[src/hdl/qu_pkg.sv]
package qu_pkg;

  localparam int NODES_DEF = 1024;
  localparam int NODE_W    = 10;

  typedef enum logic [2:0] {
    ST_CLEAR,
    ST_IDLE,
    ST_WALK_A,
    ST_WALK_B,
    ST_FINISH
  } state_t;

  // controller to datapath
  typedef struct packed {
    logic clr_step;  // write one entry of the init sweep
    logic load_a;    // take the input word, start walk from node_a
    logic load_b;    // save root of a, start walk from node_b
    logic follow;    // step one parent link up
    logic link;      // parent[root_a] <= root_b
    logic res_load;
    logic res_val;
    logic out_load;
  } dp_cmd_t;

  // datapath to controller
  typedef struct packed {
    logic clr_done;
    logic in_bad;    // an input index is outside the table
    logic is_root;
    logic roots_eq;
  } dp_sts_t;

endpackage

[src/hdl/qu_ctrl.sv]
module qu_ctrl (
  input  logic            clk,
  input  logic            rst_n,
  input  logic            in_valid,
  output logic            in_ready,
  output logic            out_valid,
  input  logic            out_ready,
  output qu_pkg::dp_cmd_t cmd,
  input  qu_pkg::dp_sts_t sts
);

  qu_pkg::state_t state_r, state_nxt;
  logic           out_valid_r, out_valid_nxt;
  logic           out_free;

  assign out_free  = !out_valid_r || out_ready;
  assign out_valid = out_valid_r;
  assign in_ready  = (state_r == qu_pkg::ST_IDLE);

  always_ff @(posedge clk) begin
    if (!rst_n) begin
      state_r     <= qu_pkg::ST_CLEAR;
      out_valid_r <= 1'b0;
    end else begin
      state_r     <= state_nxt;
      out_valid_r <= out_valid_nxt;
    end
  end

  // next state
  always_comb begin
    state_nxt = state_r;
    case (state_r)
      qu_pkg::ST_CLEAR: begin
        if (sts.clr_done) state_nxt = qu_pkg::ST_IDLE;
      end
      qu_pkg::ST_IDLE: begin
        if (in_valid) begin
          state_nxt = sts.in_bad ? qu_pkg::ST_FINISH : qu_pkg::ST_WALK_A;
        end
      end
      qu_pkg::ST_WALK_A: begin
        if (sts.is_root) state_nxt = qu_pkg::ST_WALK_B;
      end
      qu_pkg::ST_WALK_B: begin
        if (sts.is_root) state_nxt = qu_pkg::ST_FINISH;
      end
      qu_pkg::ST_FINISH: begin
        if (out_free) state_nxt = qu_pkg::ST_IDLE;
      end
      default: state_nxt = qu_pkg::ST_CLEAR;
    endcase
  end

  // outputs
  always_comb begin
    cmd           = '0;
    out_valid_nxt = out_valid_r && !out_ready;
    case (state_r)
      qu_pkg::ST_CLEAR: begin
        cmd.clr_step = 1'b1;
      end
      qu_pkg::ST_IDLE: begin
        if (in_valid) begin
          cmd.load_a = 1'b1;
          if (sts.in_bad) begin
            cmd.res_load = 1'b1;
            cmd.res_val  = 1'b1;
          end
        end
      end
      qu_pkg::ST_WALK_A: begin
        if (sts.is_root) cmd.load_b = 1'b1;
        else             cmd.follow = 1'b1;
      end
      qu_pkg::ST_WALK_B: begin
        if (sts.is_root) begin
          cmd.res_load = 1'b1;
          cmd.res_val  = sts.roots_eq;
          cmd.link     = !sts.roots_eq;
        end else begin
          cmd.follow = 1'b1;
        end
      end
      qu_pkg::ST_FINISH: begin
        if (out_free) begin
          cmd.out_load  = 1'b1;
          out_valid_nxt = 1'b1;
        end
      end
      default: cmd = '0;
    endcase
  end

endmodule

[config.mk]
export PLATFORM = sky130hd
export DESIGN_NAME = qu_ctrl
export DESIGN_NICKNAME = d
export VERILOG_FILES = /design/src/hdl/qu_pkg.sv /design/src/hdl/qu_ctrl.sv
export SDC_FILE = /design/constraint.sdc
export NUM_CORES = 1
export LEC_CHECK = 0
export BUFFER_PORTS_ARGS = -buffer_cell sky130_fd_sc_hd__buf_2
export CAP_MARGIN = 20
export CORE_AREA = 2 2 39 41
export DETAILED_ROUTE_END_ITERATION = 12
export DIE_AREA = 0 0 41 43
export HOLD_SLACK_MARGIN = 0.15
export PLACE_DENSITY = 0.51
export SETUP_SLACK_MARGIN = 0.3
export SLEW_MARGIN = 10
export SYNTH_ARGS = -nofsm -noshare
export SYNTH_HDL_FRONTEND = slang
export SYNTH_SLANG_ARGS = --single-unit
[constraint.sdc]
create_clock -name clk -period 2.05 [get_ports clk]
set_clock_uncertainty 0.15 [all_clocks]
set_input_delay 0.1025 -clock clk [delete_from_list [all_inputs] [get_ports clk]]
set_output_delay 0.1025 -clock clk [all_outputs]
set_load 0.01 [all_outputs]
### Word level (Yosys, flattened, before mapping)

Cells that the tools add are included.

* add/subtract/negate cells: 0
* $mul: 0
* div/mod/pow operators: 0
* $lt $le $gt $ge: 0
* equality and inequality tests: 9
* shifts and indexed selects: 0
* multiplexer cells: 23
* bitwise logic cells: 0
* reduce and logical (&&, ||, !) cells: 8

Operators with widths (count)
* two-way mux 3 bit: 7
* case mux 3 bit (5 select lines): 1
* two-way mux 1 bit: 12
* != test 2 bit, second input constant: 5
* == test 3 x 2 -> 1 bit, second input constant: 2
* AND reduction 5 bit: 1
* two-way mux 2 bit: 2
* case mux 2 bit (2 select lines): 1
* == test 3 x 1 -> 1 bit, second input constant: 1
* == test 3 bit, second input constant: 1
* logical NOT 1 bit: 3
* logical NOT 3 bit: 1
* OR reduction 2 bit: 1
* logical AND 1 bit: 1
* logical OR 1 bit: 1

* bits in registers: 4
* latch bits: 0
* bits in writable memories: 0
* ROM bits: 0
* bits of input ports: 8
* output and inout port bits: 10
* logic and storage cells: 42
* memories: 0

### Logic depth before layout (Yosys ltp)

* depth in word-level cells: 4
* gate-level depth with buffers: 5
* depth with buffers taken out: 4

### Least setup slack after synthesis

OpenSTA, ideal clock, no wires.

* path kind: register -> register
* start point: register state_r[0]
* end point: register state_r[1]
* setup time: 0.115 ns
* data arrival time: 1.187 ns
* data required time: 1.785 ns
* setup slack: 0.598 ns
* cell stages (with the launch flop): 6
* path buffers: 1
* clock period less this slack: 1.452 ns
* path through: dfxtp_1 > buf_4 > or3b_1 > a21oi_2 > nor4_1 > o21a_1

* cells in the longest elaborated chain, start to end: 3
* elaborated cells on any way between the ends: 12
* those cells by class: eq/ne (9); mux (1); reduce/logical (2)

RTL lines
* start: declaration: line qu_ctrl.sv:12 `qu_pkg::state_t state_r, state_nxt;`
* start signal: assignment: line qu_ctrl.sv:22 `state_r <= qu_pkg::ST_CLEAR;`
* start signal: assignment: line qu_ctrl.sv:25 `state_r <= state_nxt;`
* == test 3 bit (tied with other cells): line qu_ctrl.sv:33 `case (state_r)`
* != test 2 bit (no line)
* AND reduction 5 bit (no line)

Several ways; a longest one is shown, not always the timed one.
A chain may end at the register's enable or synchronous reset.

==> results <==
- Before antenna repair, the detailed router went through 4 iterations.
- The worst slack after detailed placement is 468.1 ps.
- The run finished with clean final reports.
- Summing the areas of all compound-gate instances in the mapped netlist gives about 25% of the synthesized area.
- The switching share of power is 33.88%.
- The total core area is 0.001384 mm².
- By startpoint and endpoint, the worst setup path is classified as flop to output pin.
- The cell count after synthesis came out at 41.
- The routed design has between 700 and 800 µm of wire.
- After synthesis, the share of cell area in mux cells is 0%.
- The final route contains 363 vias.
- Leaving out fill and tap cells, the most frequent cells in the layout are sky130_fd_sc_hd__buf_2, sky130_fd_sc_hd__a21oi_1, sky130_fd_sc_hd__dfxtp_1.
- After clock tree synthesis, the setup repair step added 0 buffers.
- The final weighted congestion of routability-driven global placement is 0.6342.
- The number of nets in the layout is 71.
- The count of cells along the worst hold path is 5.
- The clock net sink count is 4.
- The design area is 456.7 µm².
- The synthesized design spends more area on one cell type than any other, namely sky130_fd_sc_hd__dfxtp_1.
- The wire length of the first global-routing pass is 1179 µm.
- The start of the worst register-to-register path is state_r[0].
- Of the total power, registers draw roughly 34%.
- In this run the biggest area consumer among cell types represents 25.30% of the synthesized area.
- The clock input transition at the sequential cells of the worst setup and hold paths is 40 ps.
- In the post-synthesis netlist, the biggest area contributors are sky130_fd_sc_hd__dfxtp_1, sky130_fd_sc_hd__a21oi_1, sky130_fd_sc_hd__a21oi_2, sky130_fd_sc_hd__nand3b_1, sky130_fd_sc_hd__nor3b_1.
- The worst hold path belongs to the class input pin to flop.
- The count of state elements after synthesis is 4.
- The per-cell routed wire length is 9.442 µm.
- The worst pin sits at a relative slew slack of roughly 73%.
- For the worst setup path, the data required time is 1800 ps.
- The data arrival time of the critical path is 1350 ps.
- Counting the buffers created by CTS gives 3.
- The pin count of the biggest net entering global routing is 15.
- For this run, the total global-route usage over all layers was measured as 9.739%.
- The combinational cell fraction of total power is between 30% and 40%.
- The clock root buffer is sky130_fd_sc_hd__clkbuf_4.
- CTS built an H-tree with a depth of 1.
- The start point of the worst min-delay path is sts[2].
- Setup repair after global routing left no endpoint under its margin.
- The remaining routing DRC violations is 0.
- The via count of the first global-routing pass is 311.
- The dominant combinational cell family by area after synthesis is simple AND/OR/NAND/NOR gates.
- The critical register-to-register path endpoint is state_r[1].
- At the pin with the least slew margin, the transition time is 411.5 ps.
- The worst IR drop on VDD is 0.1675 mV.
- In this run the power spent charging and discharging nets is 0.0001097 W.
- The synthesized-area fraction occupied by and/or/nand/nor cells is between 40% and 50%.
- The clock tree buffer depth is 2.
- The sequential element share of the synthesized area is 25.30%.
- The number of port buffers is 17.
- The cell-internal power is about 0.00021 W.
- The clock tree from TritonCTS is done.
- The flop-to-flop setup slack is 460 ps.
- 0 antenna diodes ended up in the layout.
- The count of standard-cell rows is 14.
- For this design the ratio of total power to cell area is between 700 and 800 mW/mm².
- The y dimension of the die is 43 µm.
- The total global routing overflow is 0.
- The full die area is 0.001763 mm².
- The static leakage is 0.2038 nW.
- The area growth from synthesis to layout is 44.27%.
- For the worst flop-to-flop path, the logic depth is 4.
- The endpoint of the worst hold path is state_r[1].
- Averaged over all synthesized cells, the footprint is 7.721 µm².
- The worst setup path is captured at an output pin.
- The kind of start point of the critical path is a flop.
- The remaining number of nets flagged by the antenna check after routing is 0.
- For this run, the number of Yosys warnings is 0.
- The area of placed instances is 404.1 µm².
- Max-cap violations in this run came to 0.
- The fraction of the cycle the final worst path needs is 78.19%.
- The number of distinct library cells after synthesis is 26.
- The initial cell density of the core is 22.88%.
- The average vias per placed instance is 4.714.
- Across all setup checks in the final design, the least slack found is between 400 and 500 ps.
- The share of total power in the clock network is 29.7%.
- The number of endpoints failing setup at the final stage is 0.
- Of the total synthesized cell area, the portion taken by full adders, half adders and majority gates is 0%.
- The count of final hold-check violations was 0.
- Setup total negative slack on the finished layout was measured at 0 ps.
- The post-synthesis net count is 49.
- The post-route netlist has 37.70% of its cells at a drive strength greater than 1.
- The x dimension of the die is 41 µm.
- The routed design could run at a clock period as short as 1603 ps.
- For this run, the top clock speed supported by timing is 623.9 MHz.
- The number of antenna violations at the first check in global routing came to 0.
- The initial detailed-routing violation count is 8.
- The placed wire-length estimate after detailed placement is 550.7 µm.
- The later pin in the worst-skew pair is clocked with a latency of around 230 ps.
- The most common cell after layout, fill and taps aside is sky130_fd_sc_hd__buf_2.
- The post-synthesis cell area is 316.6 µm².
- Summing the areas of all xor and xnor instances in the mapped netlist gives 0% of the synthesized area.
- The number of ports placed on the die boundary is 18.
- The critical-path maximum fanout is 11.
- The max-slew violation count is 0.
stage by stage:
stage	power [W]	utilization [%]	instances	hold slack, ps
after floorplan	0.0001938	-	41	70.29
after global placement	0.0002252	29.20	71	200.0
after detailed placement	0.0002252	29.20	71	213.7
after CTS	0.0003302	33.00	77	224.2
after global routing	0.0003507	33.00	77	243.0
final	0.0003236	33.00	77	224.6
cell type report:
cell class,instances,area [µm²]
clock buffer,3,22.52
fill,161,927.1
inverter,1,3.754
multi-input combinational,33,215.2
sequential,4,80.08
tap,16,20.02
timing repair buffer,20,115.1
cell families after synthesis:
| family | Yosys count |
|---|---|
| AO/OA/AOI/OAI | 11 |
| buffers and inverters | 4 |
| flip-flops | 4 |
| AND/OR/NAND/NOR | 22 |
state kept, by name, summed over array words and instances (netlist names):
| signal | cells |
|---|---|
| state_r | 3 |
| out_valid | 1 |
power by group through the flow:
stage	clock network [W]	registers (W)	logic, W
3_5_place_dp	0	0.000110	0.000115
3_3_place_gp	0	0.000110	0.000115
5_1_grt	0.000105	0.000113	0.000133
4_1_cts	0.000101	0.000109	0.000120
6_report	0.0000963	0.000109	0.000118
2_1_floorplan	0	0.0000931	0.000101
how the worst max path moves through the flow:
stage                          start         end  slack, ps
after floorplan           state_r[0]  state_r[1]        600
after CTS                 state_r[0]      cmd[6]        430
after global routing      state_r[0]      cmd[6]        310
after global placement    state_r[0]  state_r[1]        490
after detailed placement  state_r[0]  state_r[1]        470
final                     state_r[0]      cmd[2]        450
synth_stat cells:
cell and n:
sky130_fd_sc_hd__nor3b_1 2, sky130_fd_sc_hd__dfxtp_1 4, sky130_fd_sc_hd__and2_1 1, sky130_fd_sc_hd__a21boi_1 1, sky130_fd_sc_hd__a21oi_2 2, sky130_fd_sc_hd__a21oi_1 4, sky130_fd_sc_hd__nand3b_1 2, sky130_fd_sc_hd__inv_1 1
sky130_fd_sc_hd__o21a_1 1, sky130_fd_sc_hd__and3_1 1, sky130_fd_sc_hd__or2b_1 1, sky130_fd_sc_hd__or3_1 1, sky130_fd_sc_hd__a21boi_2 1, sky130_fd_sc_hd__nor4_1 1, sky130_fd_sc_hd__nand3_1 1, sky130_fd_sc_hd__o21ai_1 1
sky130_fd_sc_hd__a2111o_1 1, sky130_fd_sc_hd__or3b_1 1, sky130_fd_sc_hd__nor2b_1 1, sky130_fd_sc_hd__buf_4 1, sky130_fd_sc_hd__nand2_1 2, sky130_fd_sc_hd__nor2_1 3, sky130_fd_sc_hd__nand2b_1 2, sky130_fd_sc_hd__nand4bb_1 1
sky130_fd_sc_hd__buf_2 2, sky130_fd_sc_hd__nor3_1 2
layer usage:
layer	wire length [µm]	GRT usage [%]	up-vias
met2	330	15.31	11
met1	341	10.61	163
met3	55	3.141	0
li1	-	-	189
met4	0	6.000	0
met5	0	0	-
repair_timing:
item                                   4_1_cts  5_1_grt
hold buffers                                 3        0
resized for setup                            0        0
endpoints found under the hold margin        4        0
critical path, cell delays in order (launching register included):
cell	delay [ps]
sky130_fd_sc_hd__dfxtp_1	470
sky130_fd_sc_hd__or2b_1	290
sky130_fd_sc_hd__a21oi_1	190
sky130_fd_sc_hd__buf_2	170
Power figures use the tool's default switching activity.
